--- config.mk ---
export PLATFORM = sky130hd
export DESIGN_NAME = lru_recency_stack_unit_flat
export DESIGN_NICKNAME = d
export VERILOG_FILES = /design/src/rtl/core/lrs_pkg.sv /design/src/rtl/core/lrs_if.sv /design/src/rtl/core/lrs_cell.sv /design/src/rtl/core/lru_recency_stack_unit.sv /design/src/flat_wrapper.sv
export SDC_FILE = /design/constraint.sdc
export NUM_CORES = 1
export LEC_CHECK = 0
export ABC_AREA = 0
export ABC_CLOCK_PERIOD_IN_PS = 4500
export BUFFER_PORTS_ARGS = -buffer_cell sky130_fd_sc_hd__buf_2
export CORE_AREA = 5 5 194 159
export CTS_CLUSTER_SIZE = 40
export DETAILED_ROUTE_END_ITERATION = 10
export DIE_AREA = 0 0 199 164
export GPL_ROUTABILITY_DRIVEN = 0
export HOLD_SLACK_MARGIN = 0.08
export PLACE_DENSITY = 0.76
export SLEW_MARGIN = 20
export SYNTH_ARGS = -nofsm -noshare
export SYNTH_HDL_FRONTEND = slang
export SYNTH_SLANG_ARGS = --single-unit
--- constraint.sdc ---
create_clock -name clk_i -period 4.5 [get_ports clk_i]
set_input_delay 0.225 -clock clk_i [delete_from_list [all_inputs] [get_ports clk_i]]
set_output_delay 0.225 -clock clk_i [all_outputs]
set_load 0.05 [all_outputs]
--- src/rtl/core/lrs_pkg.sv ---
// Package: shared constants, types and codes of the LRU recency stack.
package lrs_pkg;

  localparam int unsigned Depth  = 16;
  localparam int unsigned PageW  = 16;
  localparam int unsigned OccW   = 5;
  localparam int unsigned FillW  = $clog2(Depth + 1);

  localparam logic ReqTouch = 1'b0;
  localparam logic ReqTake  = 1'b1;

  typedef enum logic [1:0] {
    StOk    = 2'd0,
    StEmpty = 2'd1,
    StFull  = 2'd2
  } status_e;

  // Request-wide command seen by every cell.
  typedef struct packed {
    logic go_take;
    logic go_touch;
    logic hit;
  } cmd_t;

  // Where a cell stands relative to the fill count.
  typedef struct packed {
    logic valid;
    logic is_top;
    logic is_free;
  } pos_t;

endpackage

--- src/rtl/core/lrs_if.sv ---
// Interfaces: request and response channels of the LRU recency stack.
interface lrs_req_if;
  logic                      valid;
  logic                      ready;
  logic                      req_type;
  logic [lrs_pkg::PageW-1:0] page;

  modport source (output valid, output req_type, output page, input ready);
  modport sink   (input valid, input req_type, input page, output ready);
endinterface

interface lrs_rsp_if;
  logic                      valid;
  logic                      ready;
  logic [lrs_pkg::PageW-1:0] bottom_page;
  logic                      hit;
  logic [lrs_pkg::OccW-1:0]  occupancy;
  logic [1:0]                status;

  modport source (output valid, output bottom_page, output hit, output occupancy,
                  output status, input ready);
  modport sink   (input valid, input bottom_page, input hit, input occupancy,
                  input status, output ready);
endinterface

--- src/rtl/core/lrs_cell.sv ---
// Stack cell: holds one page slot, compares it and shifts from the cell above.
module lrs_cell (
  input  logic                      clk_i,
  input  lrs_pkg::cmd_t             cmd_i,
  input  lrs_pkg::pos_t             pos_i,
  input  logic [lrs_pkg::PageW-1:0] page_i,
  input  logic [lrs_pkg::PageW-1:0] upper_i,
  input  logic                      match_below_i,
  output logic                      match_below_o,
  output logic [lrs_pkg::PageW-1:0] entry_o
);

  logic [lrs_pkg::PageW-1:0] entry_q, entry_d;

  assign match_below_o = match_below_i | (pos_i.valid & (entry_q == page_i));
  assign entry_o       = entry_q;

  always_comb begin
    entry_d = entry_q;
    if (cmd_i.go_take) begin
      entry_d = upper_i;
    end else if (cmd_i.go_touch) begin
      if (cmd_i.hit) begin
        if (pos_i.is_top) begin
          entry_d = page_i;
        end else if (pos_i.valid && match_below_o) begin
          entry_d = upper_i;
        end
      end else if (pos_i.is_free) begin
        entry_d = page_i;
      end
    end
  end

  always_ff @(posedge clk_i) begin
    entry_q <= entry_d;
  end

endmodule

--- src/rtl/core/lru_recency_stack_unit.sv ---
// Top level: LRU recency stack built as a chain of page cells.
// One request a cycle: a word is taken whenever the response register is empty or being
// drained, and its response appears in the next cycle. Every cell compares its page
// against the request in parallel and shifts from its upper neighbor in the same cycle;
// the hit position travels up the chain, so the longest path is the match chain through
// all slots. Slot 0 is the least recently used page, the slot below the fill count the
// most recent.
module lru_recency_stack_unit (
  input  logic         clk_i,
  input  logic         rst_ni,
  lrs_req_if.sink      req_i,
  lrs_rsp_if.source    rsp_o
);

  localparam int unsigned Depth = lrs_pkg::Depth;
  localparam int unsigned FillW = lrs_pkg::FillW;
  localparam int unsigned PageW = lrs_pkg::PageW;

  logic [FillW-1:0] fill_q, fill_d;
  logic             valid_q;
  logic [PageW-1:0] bottom_q;
  logic             hit_q;
  logic [lrs_pkg::OccW-1:0] occ_q;
  lrs_pkg::status_e status_q;

  logic [PageW-1:0] entry   [Depth];
  logic [Depth:0]   match_chain;
  lrs_pkg::cmd_t    cmd;
  lrs_pkg::pos_t    pos [Depth];

  logic accept, is_take, is_touch, nonempty, full, hit;

  assign req_i.ready = ~valid_q | rsp_o.ready;
  assign accept      = req_i.valid & req_i.ready;
  assign is_take     = (req_i.req_type == lrs_pkg::ReqTake);
  assign is_touch    = (req_i.req_type == lrs_pkg::ReqTouch);
  assign nonempty    = (fill_q != '0);
  assign full        = (fill_q == FillW'(Depth));

  assign match_chain[0] = 1'b0;
  assign hit            = match_chain[Depth];

  assign cmd.go_take  = accept & is_take & nonempty;
  assign cmd.go_touch = accept & is_touch;
  assign cmd.hit      = hit;

  for (genvar i = 0; i < Depth; i++) begin : g_cell
    logic [PageW-1:0] upper;
    if (i == Depth - 1) begin : g_last
      assign upper = req_i.page;
    end else begin : g_mid
      assign upper = entry[i+1];
    end

    assign pos[i].valid   = (FillW'(i) < fill_q);
    assign pos[i].is_top  = (fill_q == FillW'(i + 1));
    assign pos[i].is_free = (fill_q == FillW'(i));

    lrs_cell u_cell (
      .clk_i         (clk_i),
      .cmd_i         (cmd),
      .pos_i         (pos[i]),
      .page_i        (req_i.page),
      .upper_i       (upper),
      .match_below_i (match_chain[i]),
      .match_below_o (match_chain[i+1]),
      .entry_o       (entry[i])
    );
  end

  always_comb begin
    fill_d = fill_q;
    if (cmd.go_take) begin
      fill_d = fill_q - FillW'(1);
    end else if (cmd.go_touch && !hit && !full) begin
      fill_d = fill_q + FillW'(1);
    end
  end

  always_ff @(posedge clk_i or negedge rst_ni) begin
    if (!rst_ni) begin
      fill_q  <= '0;
      valid_q <= 1'b0;
    end else begin
      if (accept) begin
        fill_q  <= fill_d;
        valid_q <= 1'b1;
      end else if (rsp_o.ready) begin
        valid_q <= 1'b0;
      end
    end
  end

  always_ff @(posedge clk_i) begin
    if (accept) begin
      bottom_q <= cmd.go_take ? entry[0] : '0;
      hit_q    <= is_touch & hit;
      occ_q    <= lrs_pkg::OccW'(fill_d);
      if (is_take && !nonempty) begin
        status_q <= lrs_pkg::StEmpty;
      end else if (is_touch && !hit && full) begin
        status_q <= lrs_pkg::StFull;
      end else begin
        status_q <= lrs_pkg::StOk;
      end
    end
  end

  assign rsp_o.valid       = valid_q;
  assign rsp_o.bottom_page = bottom_q;
  assign rsp_o.hit         = hit_q;
  assign rsp_o.occupancy   = occ_q;
  assign rsp_o.status      = status_q;

endmodule
--- src/flat_wrapper.sv ---
// flat-port wrapper written by rule: the top's interface ports become plain ports
module lru_recency_stack_unit_flat 
  (clk_i, rst_ni, req_i_valid, req_i_req_type, req_i_page, req_i_ready, rsp_o_valid, rsp_o_bottom_page, rsp_o_hit, rsp_o_occupancy, rsp_o_status, rsp_o_ready);
  lrs_req_if req_i_i ();
  lrs_rsp_if rsp_o_i ();
  input  logic clk_i;
  input  logic rst_ni;
  input wire logic [$bits(req_i_i.valid)-1:0] req_i_valid;
  input wire logic [$bits(req_i_i.req_type)-1:0] req_i_req_type;
  input wire logic [$bits(req_i_i.page)-1:0] req_i_page;
  output wire logic [$bits(req_i_i.ready)-1:0] req_i_ready;
  output wire logic [$bits(rsp_o_i.valid)-1:0] rsp_o_valid;
  output wire logic [$bits(rsp_o_i.bottom_page)-1:0] rsp_o_bottom_page;
  output wire logic [$bits(rsp_o_i.hit)-1:0] rsp_o_hit;
  output wire logic [$bits(rsp_o_i.occupancy)-1:0] rsp_o_occupancy;
  output wire logic [$bits(rsp_o_i.status)-1:0] rsp_o_status;
  input wire logic [$bits(rsp_o_i.ready)-1:0] rsp_o_ready;
  assign req_i_i.valid = req_i_valid;
  assign req_i_i.req_type = req_i_req_type;
  assign req_i_i.page = req_i_page;
  assign req_i_ready = req_i_i.ready;
  assign rsp_o_valid = rsp_o_i.valid;
  assign rsp_o_bottom_page = rsp_o_i.bottom_page;
  assign rsp_o_hit = rsp_o_i.hit;
  assign rsp_o_occupancy = rsp_o_i.occupancy;
  assign rsp_o_status = rsp_o_i.status;
  assign rsp_o_i.ready = rsp_o_ready;
  lru_recency_stack_unit u_core (.clk_i(clk_i), .rst_ni(rst_ni), .req_i(req_i_i), .rsp_o(rsp_o_i));
endmodule
==> flow_metrics.tcl, run 1 <==
set metrics [dict create \
    synth.top_cell.area_share_pct 49.7 \
    syn_area_per_cell_um2 13.3 \
    grt_pass1_wl_um 64200 \
    root_buffer "clkbuf_16" \
    synthMuxAreaShare_pct 17.2 \
    rows 56 \
    synth_xor_area_share_pct 13.8 \
    crit_buf_inv 1 \
    drtPass1Iterations 5 \
    fmax_ghz 0.238 \
    start_util_pct 58.9 \
    io_buffers 46 \
    post_drt_wl_per_cell_um 24.6 \
    clockBufferDepth 3 \
    netlist_area_um2 16900 \
    cts_tree "yes" \
    wl_met3_um 4440 \
    clock_latency_ns 0.57 \
    yosys.area.top_type "edfxtp_1" \
    ios 47 \
    cts_buffers 29 \
    critPathKind "register to register" \
    finalCritPeriodShare_pct 93.3 \
    fin_setup_tns_ns 0 \
    die_h_um 164 \
    path_cells "or3_1, a21o_1, o2bb2ai_2, nor4_4, nand4_4, buf_12, a21oi_2, mux2_2" \
    htree_levels 1 \
    slew_violations 0 \
    crit_path_max_incr_delay_ns 0.67 \
    layout-drive-gt1-share_pct 16.7 \
    m1WireLength_um 18600 \
    ir_drop_v 0.000444 \
    fp.coreArea_um2 28700 \
    worstPathRequired_ns 4.82 \
    die_area_um2 32600 \
    dr_wl_met2_um 17900 \
    hold_violations 0 \
    power_density_nw_per_um2 437 \
    num_vias 10951 \
    tightest_slew_ns 0.990 \
    crit_fanout 16 \
    synth_warnings 0 \
    grt_start_max_net_pins 34 \
    layout_min_cycle_time_ns 4.20 \
    synthTopCellsByArea "edfxtp_1 50%, mux2_1 13%, xor2_1 11%" \
    synth_seq_area_share_pct 50.6 \
    max_slew_margin_pct 34.0 \
    cpLargestDelayFamily "simple AND/OR/NAND/NOR gates" \
    power_mw 8.13 \
    ys.flop_type "edfxtp_1" \
    postRouteWirelength_um 42100 \
    syn2layout_area_growth_pct 9.95 \
    ys_seq_elements 286 \
    track_usage_pct 25.6 \
    netlist_instances 1274 \
    worst_ep_arrival_time_ns 4.51 \
    grt_overflow 0 \
    synth_cell_type_count 69 \
    synthMostInstantiatedCell "edfxtp_1" \
    synth_top_family_by_area "multiplexers" \
    insertedDiodeCount 0 \
    ys_async_sr_fraction_pct 2.10 \
    synth_nets 1300 \
    maxCapViolations 0 \
    startpoint_type "register" \
    drc_errors 0 \
    synth_fa_ha_area_share_pct 0.370 \
    final_core_util_pct 64.8 \
    highest_layer "met4" \
    die_x_um 199 \
    critPathSlowestCell "a21oi_2" \
    clock_sinks 286 \
    dp_hpwl_um 29000 \
    hp-class "input port to register" \
    clk_pin_slew_ns 0.06 \
    outcome "completed" \
    num-nets-final 1336 \
    grt_pass1_vias 10549 \
    ant_nets 0 \
    cts_resized 0 \
    synth_enable_flop_cells 280 \
    antenna_found_initial 0 \
    drt_iter0_drc 1167 \
    setup_viol 0 \
    synth_common_cells "280 x edfxtp_1, 206 x xor2_1, 195 x mux2_1, 72 x nor4_1, 61 x xnor2_1" \
    crit_path_end_kind "register" \
    fill_cells 2096 \
    p_leak_nw 6.54 \
    synth_compound_gate_area_share_pct 4.21 \
    skew_ns 0.0165 \
    viasPerCell 6.40 \
    yosys.area_share.simple_pct 9.61 \
    post-cts-setup-buffers 0 \
    rsz0062_at_grt "false" \
]
[report_power, final]
part           internal (mW)  switching (mW)
Clock                   1.75            1.04
Combinational          0.661            1.13
Sequential              3.29           0.257
Total                   5.70            2.43
[metal layers]
layer  up-vias  GRT usage, %
met5         -             0
met4         0          6.99
met3        86          5.09
met2       634          37.7
met1      5388          38.8
li1       4843             -
[area by class of cell]
class,instances,area [um2],share of cell area (%)
Sequential cell,286,8560,46.0
Timing Repair Buffer,105,758,4.08
Multi-Input combinational cell,880,7680,41.3
Tap cell,377,472,2.54
Clock inverter,24,378,2.03
Inverter,8,30.0,0.161
Clock buffer,30,729,3.92
[cell families after synthesis]
| family | after synthesis |
|---|---|
| xor+xnor | 267 |
| mux | 246 |
| fa+ha+maj | 5 |
| simple gates | 277 |
| flops | 286 |
| buf+inv | 108 |
| compound gates | 85 |
[sequential cells by signal (all words and copies together) (netlist names)]
name and flops:
u_core.rsp_o.hit 1, u_core.rsp_o.occupancy 5, u_core.fill_q 5, u_core.rsp_o.valid 1, u_core.rsp_o.bottom_page 16, u_core.rsp_o.status 2, u_core.g_cell.u_cell.entry_o 256
[stage by stage]
stage	area, um2	worst slack [ns]	instances	hold WS, ns
global placement	17500	0.357	1652	0.0519
floorplan	16900	0.472	1274	-0.0706
detailed placement	17500	0.267	1652	0.0563
finish	18600	0.303	1710	0.184
global route	18600	0.222	1710	0.170
CTS	18600	0.431	1710	0.163
[placed cells by master, fill, tap and decap left out, drive strengths merged, types with 3 or more instances in the layout]
| cell | count |
|---|---|
| nor4b | 7 |
| nor3 | 14 |
| xnor2 | 61 |
| mux2 | 241 |
| bufinv | 10 |
| a21o | 3 |
| nand4 | 31 |
| ha | 5 |
| or2 | 3 |
| xor2 | 206 |
| nor4 | 74 |
| edfxtp | 280 |
| a21oi | 25 |
| o32ai | 3 |
| inv | 8 |
| nand2b | 5 |
| dlygate4sd3 | 4 |
| clkinv | 13 |
| mux2i | 5 |
| and2 | 18 |
| clkbuf | 30 |
| a31oi | 6 |
| o21ai | 11 |
| o22ai | 13 |
| nand3 | 31 |
| dfrtp | 6 |
| nor2 | 31 |
| a311oi | 3 |
| or3 | 7 |
| or4 | 5 |
| buf | 101 |
| nand2 | 39 |
| nor4bb | 3 |
[path summary, 6_finish.rpt]
path | start | end | slack [ns] | cells past startpoint
worst min register to register | u_core.g_cell[0].u_cell.entry_o[13]$_DFFE_PP_ | u_core.rsp_o.bottom_page[13]$_SDFFCE_PN0P_ | 0.57 | 1
min in group asynchronous | rst_ni | u_core.fill_q[0]$_DFFE_PN0P_ | 0.60 | 3
max in group asynchronous | rst_ni | u_core.fill_q[4]$_DFFE_PN0P_ | 3.67 | 3
worst max-delay path | u_core.fill_q[2]$_DFFE_PN0P_ | u_core.g_cell[0].u_cell.entry_o[15]$_DFFE_PP_ | 0.30 | 8
worst min-delay path | req_i_page[5] | u_core.g_cell[15].u_cell.entry_o[5]$_DFFE_PP_ | 0.18 | 2
worst max register to register | u_core.fill_q[2]$_DFFE_PN0P_ | u_core.g_cell[0].u_cell.entry_o[15]$_DFFE_PP_ | 0.30 | 8
[repair_timing]
action / in CTS / in global routing
hold buffers: 4 / 0
endpoints found under the setup margin: 0 / 0
endpoints found under the hold margin: 7 / 0
No activity file was read; power rests on OpenSTA's default activity.
==> inputs of run 2 (changes only) <==
Settings changed: CORE_AREA 5 5 194 159 to 5 5 191 156, DIE_AREA 0 0 199 164 to 0 0 196 161, SYNTH_HIERARCHICAL set to 1.
==> run 2 against run 1 <==
Compared with the run above:
- the flow now finishes with violations (setup timing)
- clock skew shrank 0.0013 ns
- power grew 6.8%
- sequential power rose by 2%
- final area grew 9.3%
- combinational power is 49% higher
- via count decreased by 3.5%
- routed wire length fell by 7.2%
- global-route usage fell by 1.2 points
- hold slack got worse by 0.076 ns
- die area fell by 3.3%
- cell count grew 4.4%
- highest routed layer unchanged
==> flow_metrics.tcl, run 2 <==
set metrics [dict create \
    outcome "finished with violations" \
    violations "setup timing" \
    ys_seq_elements 286 \
    hold_violations 0 \
    drc_errors 0 \
    ir_drop_v 0.000327 \
    startpoint_type "register" \
    clkPwrFrac_pct 27.5 \
    synth_seq_area_share_pct 52.6 \
    synth_enable_flop_cells 280 \
    cts_tree "yes" \
    drt_iter0_drc 731 \
    switchingPower_mw 2.63 \
    skew_ns 0.0152 \
    insertedDiodeCount 0 \
    layout_commonest_cell "edfxtp_1" \
    maxCapViolations 0 \
    tightest_slew_ns 0.794 \
    p_leak_nw 7.39 \
    setup_ws_ns -0.510 \
    multi_input_area_um2 8270 \
    crit_path_max_incr_delay_ns 0.46 \
    grt_overflow 0 \
    synth_cell_type_count 42 \
    post_drt_wl_per_cell_um 21.9 \
    grt_start_max_net_pins 69 \
    grt_pass1_vias 10653 \
    crit_fanout 16 \
    synth_common_cells "280 x edfxtp_1, 240 x mux2_2, 240 x xor2_1, 34 x nand3_1, 33 x nor4_1" \
    clock_latency_ns 0.56 \
    critPathKind "register to register" \
    track_usage_pct 24.3 \
    htree_levels 1 \
    power_density_nw_per_um2 427 \
    p_sw_share_pct 30.3 \
    syn2layout_area_growth_pct 24.9 \
    layout_min_cycle_time_ns 5.01 \
    largest_register_ffs 256 \
    critPathSlowestCell "dfrtp_2" \
    io_buffers 46 \
    grt_pass1_wl_um 61300 \
    dp_hpwl_um 26500 \
    synthTopCellsByArea "edfxtp_1 52%, mux2_2 17%, xor2_1 13%" \
    die_x_um 196 \
    hp-class "input port to register" \
    worstPathRequired_ns 4.81 \
    rsz0062_at_grt "true" \
    placed_cells 1711 \
    yosys.area.top_type "edfxtp_1" \
    layout_common_cells "280 x edfxtp_1, 240 x xor2_1, 162 x mux2_2" \
    slew_violations 0 \
    setup_viol 523 \
    fmax_ghz 0.200 \
    design_area_um2 20300 \
    fin_cells 1786 \
    clk_pin_slew_ns 0.06 \
    netlist_area_um2 16300 \
    ios 47 \
    crit_path_frequent_cell "o21bai_4" \
    postRouteWirelength_um 39000 \
    max_slew_margin_pct 46.3 \
    antenna_found_initial 0 \
    num_vias 10572 \
    ys.flop_type "edfxtp_1" \
    postPlaceCellArea_um2 18600 \
    seq_power_share_pct 41.9 \
    die_h_um 161 \
    finalCritPeriodShare_pct 111 \
    synthMostInstantiatedCell "edfxtp_1" \
    root_buffer "clkbuf_16" \
    netlist_instances 1173 \
    drtPass1Iterations 5 \
    syn_area_per_cell_um2 13.9 \
    synth_warnings 6 \
    fp.coreArea_um2 27800 \
    seq_area_um2 8560 \
    synth.top_cell.area_share_pct 51.6 \
    num-nets-final 1422 \
    combPwrFrac_pct 30.7 \
    ant_nets 0 \
    clock_sinks 286 \
    die_area_um2 31600 \
    clockBufferDepth 3 \
    start_util_pct 58.6 \
    worst_ep_arrival_time_ns 5.32 \
    fill_cells 1734 \
    rows 55 \
    viasPerCell 5.92 \
    intPower_mw 6.05 \
    layout-drive-gt1-share_pct 41.2 \
    cts_buffers 31 \
    crit_path_end_kind "register" \
    ys_async_sr_fraction_pct 2.10 \
]
[run 2: cell types whose count changed after synthesis, moves of 21 or more]
cell / previous run / this run
nor2_1: 31 / 10
buf_6: 26 / 2
clkbuf_1: 29 / 5
nand4_1: 30 / 3
mux2_2: 6 / 240
mux2_4: 40 / 0
nor4_1: 72 / 33
xnor2_1: 61 / 22
xor2_1: 206 / 240
mux2_1: 195 / 16
buf_2: 26 / 2
[run 2: per-layer routing]
layer  global-route usage (%)  vias up  part of all wire [%]
li1                         -     4853                     -
met1                     36.4     5252                    45
met2                     36.5      408                    44
met3                     5.99       59                   9.2
met4                     5.08        0                   2.3
met5                        0        -                     0
[run 2: cell families (layout without fill, tap and decap cells)]
family | count (synthesis) | count (layout) | synth area share (%)
multiplexers | 256 | 256 | 17.7
XOR/XNOR | 262 | 262 | 14.1
adder cells (fa/ha/maj) | 5 | 5 | 0.384
AND/OR/NAND/NOR | 202 | 202 | 7.73
AO/OA/AOI/OAI | 113 | 113 | 5.91
other | 1 | 2 | 0.0230
flip-flops | 286 | 286 | 52.6
buffers and inverters | 48 | 290 | 1.58
[run 2: power groups by stage]
stage	logic [mW]	clock network [mW]	registers, mW
final	2.66	2.39	3.63
after global routing	2.84	2.54	3.67
after CTS	2.57	2.43	3.63
after detailed placement	2.41	0	3.68
after global placement	2.36	0	3.67
after floorplan	1.56	0	3.69
[run 2: final cells by class]
class / count / share of cell area [%]
Tap cell: 370 / 2.28
Sequential cell: 286 / 42.1
Inverter: 23 / 0.437
Clock inverter: 17 / 0.652
Clock buffer: 36 / 3.91
Multi-Input combinational cell: 840 / 40.7
Timing Repair Buffer: 214 / 9.95
[run 2: per-stage QoR]
step	power [mW]	utilization [%]	TNS, ns	setup slack [ns]	hold WS [ns]
finish	8.68	73.1	-214.13	-0.510	0.109
global route	9.05	73.1	-308.93	-0.664	0.131
CTS	8.63	72.4	-161.38	-0.446	0.0823
detailed placement	6.09	66.8	-334.44	-0.810	0.0603
global placement	6.03	66.8	-300.09	-0.715	0.0614
floorplan	5.26	-	-219.63	-0.453	-0.0706
[run 2: final timing paths]
path,start,depth (start not counted),slack [ns],endpoint
max,u_core/fill_q[1]$_DFFE_PN0N_,25,-0.51,u_core/g_cell[15].u_cell/entry_o[7]$_DFFE_PP_
min,rsp_o_ready,4,0.11,u_core/rsp_o.valid$_DFFE_PN0P_
max reg2reg,u_core/fill_q[1]$_DFFE_PN0N_,25,-0.51,u_core/g_cell[15].u_cell/entry_o[7]$_DFFE_PP_
min reg2reg,u_core/g_cell[3].u_cell/entry_o[10]$_DFFE_PP_,1,0.57,u_core/g_cell[2].u_cell/entry_o[10]$_DFFE_PP_
max in group asynchronous,rst_ni,3,3.65,u_core/fill_q[2]$_DFFE_PN0N_
min in group asynchronous,rst_ni,3,0.60,u_core/fill_q[4]$_DFFE_PN0N_
[run 2: timing repair]
item / in CTS / in global routing
hold buffers: 4 / 0
pin swaps: 15 / 7
cloned: 2 / 1
buffers inserted: 9 / 8
endpoints found under the setup margin: 523 / 524
hold endpoints to repair: 9 / 0
resized for setup: 101 / 34
[run 2: worst max-delay path: cells and delay by family (launching register included)]
kind | cells | cell delay (ns)
mux | 1 | 0.36
compound gates | 17 | 2.88
simple gates | 3 | 0.40
buf+inv | 4 | 0.61
flops | 1 | 0.46
==> inputs of run 3 (changes only) <==
Settings changed: CORE_AREA 5 5 191 156 to 5 5 186 152, DIE_AREA 0 0 196 161 to 0 0 191 157, PLACE_DENSITY 0.76 to 0.8.
==> run 3 against run 2 <==
Compared with the run above:
- the flow still finishes with violations (setup timing)
- global-route usage rose by 2.4 points
- maximum frequency fell by 5.3%
- clock-buffer cell count fell by 1
- routed wire length rose by 16%
- critical path depth did not move
- via count rose by 8.1%
- critical endpoint is now u_core/g_cell[7].u_cell/entry_o[0]$_DFFE_PP_
==> flow_metrics.tcl, run 3 (synthesis gave the netlist of run 2 again) <==
set metrics [dict create \
    drtPass1Iterations 5 \
    outcome "finished with violations" \
    layout_min_cycle_time_ns 5.29 \
    crit_path_max_incr_delay_ns 0.41 \
    worst_ep_arrival_time_ns 5.58 \
    crit_path_frequent_cell "o21bai_4" \
    intPower_mw 6.00 \
    cpLargestDelayFamily "compound AO/OA/AOI/OAI gates" \
    cts_tree "yes" \
    num-nets-final 1454 \
    max_slew_margin_pct 31.2 \
    switchingPower_mw 2.82 \
    crit_path_end_kind "register" \
    violations "setup timing" \
    endpoint "u_core/g_cell[7].u_cell/entry_o[0]$_DFFE_PP_" \
    layout_common_cells "280 x edfxtp_1, 237 x xor2_1, 193 x mux2_2" \
    ir_drop_v 0.000286 \
    rows 53 \
    fp.coreArea_um2 26100 \
    clockBufferDepth 3 \
    critPathLaunch "u_core/g_cell[0].u_cell/entry_o[15]$_DFFE_PP_" \
    grt_pass1_vias 10872 \
    seq_area_um2 8560 \
    fmax_ghz 0.189 \
    drt_iter0_drc 1494 \
    die_x_um 191 \
    slew_violations 0 \
    clock_latency_ns 0.55 \
    startpoint_type "register" \
    critPathKind "register to register" \
    hold_violations 0 \
    drc_errors 0 \
    grt_start_max_net_pins 88 \
    worstReg2RegEnd "u_core/g_cell[7].u_cell/entry_o[0]$_DFFE_PP_" \
    clock_sinks 286 \
    layout-drive-gt1-share_pct 44.4 \
    combPwrFrac_pct 33.5 \
    die_area_um2 30000 \
    post_drt_wl_per_cell_um 25.1 \
    root_buffer "clkbuf_16" \
    ant_nets 0 \
    num_vias 11426 \
    grt_pass1_wl_um 62700 \
    grt_overflow 0 \
    cts_buffers 29 \
    setup_ws_ns -0.792 \
    worstPathRequired_ns 4.79 \
    worst-path-stages 25 \
    critPathSlowestCell "edfxtp_1" \
    setup_viol 524 \
    rr_startpoint "u_core/g_cell[0].u_cell/entry_o[15]$_DFFE_PP_" \
    tightest_slew_ns 1.02 \
    power_density_nw_per_um2 424 \
    rsz0062_at_grt "true" \
    final_core_util_pct 79.8 \
    fill_cells 1316 \
    syn2layout_area_growth_pct 27.8 \
    die_h_um 157 \
    dp_hpwl_um 26800 \
    hp-class "input port to register" \
    start_util_pct 62.5 \
    antenna_found_initial 2 \
    htree_levels 1 \
    track_usage_pct 26.8 \
    clkPwrFrac_pct 25.2 \
    p_leak_nw 7.50 \
    viasPerCell 6.32 \
    skew_ns 0.0189 \
    crit_buf_inv 4 \
    io_buffers 46 \
    clk_pin_slew_ns 0.06 \
    reg2reg_slack_ns -0.79 \
    maxCapViolations 0 \
    ff2ff_path_depth 25 \
    ios 47 \
    seq_power_share_pct 41.3 \
    whs_path_depth 4 \
    largest_register_ffs 256 \
    place_ws_ns -0.838 \
    fin_setup_tns_ns -348.55 \
    p_sw_share_pct 32.0 \
    finalCritPeriodShare_pct 118 \
    layout_commonest_cell "edfxtp_1" \
    crit_fanout 8 \
    postRouteWirelength_um 45400 \
    multi_input_area_um2 8430 \
]
==> run 3: cell count changes in the layout (fill, tap and decap cells not counted), moves of 5 or more <==
cell | previous run | this run
o21ai_2 | 1 | 8
clkinv_1 | 7 | 12
nor3b_1 | 20 | 15
o2bb2ai_1 | 12 | 3
o21ai_1 | 15 | 7
mux2_4 | 83 | 52
buf_4 | 118 | 140
o2bb2ai_2 | 4 | 10
mux2_2 | 162 | 193
==> run 3: final cells by class <==
class / count / area share [%]
sequential: 286 / 41.2
inverter: 23 / 0.427
clock buffer: 35 / 3.60
antenna: 2 / 0.0241
clock inverter: 17 / 0.493
tap: 357 / 2.15
timing repair buffer: 248 / 11.6
multi-input combinational: 840 / 40.5
==> run 3: power groups by stage <==
stage                     Combinational, mW  Clock (mW)  Sequential (mW)
after floorplan                        1.56           0             3.69
after global placement                 2.28           0             3.66
after detailed placement               2.34           0             3.67
after CTS                              2.59        2.24             3.63
after global routing                   3.09        2.38             3.67
final                                  2.95        2.22             3.64
==> run 3: what timing repair did <==
item                       4_1_cts  5_1_grt
pin swaps                       27       17
hold endpoints to repair         8        0
setup buffers                   38       16
resized for setup               65       89
gates cloned                     3        7
setup endpoints to repair      524      524
hold buffers                     4        0
==> run 3: worst min-delay path by stage <==
stage                start                              to  slack (ns)
3_5_place_dp        rst_ni  u_core/rsp_o.valid$_DFFE_PN0P_        0.06
2_1_floorplan       rst_ni    u_core/fill_q[0]$_DFFE_PN0N_       -0.07
6_report       rsp_o_ready  u_core/rsp_o.valid$_DFFE_PN0P_        0.16
4_1_cts        rsp_o_ready  u_core/rsp_o.valid$_DFFE_PN0P_        0.09
5_1_grt        rsp_o_ready  u_core/rsp_o.valid$_DFFE_PN0P_        0.17
3_3_place_gp        rst_ni  u_core/rsp_o.valid$_DFFE_PN0P_        0.06
==> run 3: layer usage <==
metal | routed length, um | part of all wire (%) | up-vias | track usage (%)
met3 | 4380 | 9.7 | 127 | 5.25
met1 | 18600 | 41 | 5692 | 39.3
met2 | 20900 | 46 | 675 | 41.6
met4 | 1500 | 3.3 | 0 | 6.77
li1 | - | - | 4932 | -
met5 | 0 | 0 | - | 0
==> run 3: worst reg2reg max path, stage by stage (launching register included) <==
cell and delay (ns):
edfxtp_1 0.41, xor2_1 0.29, nor4_2 0.12, nand3_4 0.11, o21bai_4 0.09, o21bai_4 0.18
o21bai_4 0.19, o21bai_4 0.19, o21bai_4 0.19, o21bai_4 0.20, o21bai_4 0.19, o21bai_4 0.17
o21bai_4 0.18, o21bai_4 0.19, o21bai_4 0.20, o21bai_4 0.19, o21bai_4 0.18, o21bai_4 0.18
o21bai_4 0.17, o21bai_4 0.18, buf_6 0.15, buf_16 0.14, buf_8 0.13, a21oi_4 0.26
clkbuf_16 0.24, mux2_4 0.31
==> run 3: metrics by stage <==
stage	area (um2)	hold WS (ns)	power, mW	std cells
final	20800	0.158	8.82	1808
after global routing	20800	0.175	9.13	1807
after CTS	20100	0.0862	8.46	1787
after detailed placement	18400	0.0588	6.01	1691
after global placement	18400	0.0575	5.94	1691
after floorplan	16600	-0.0706	5.26	1174
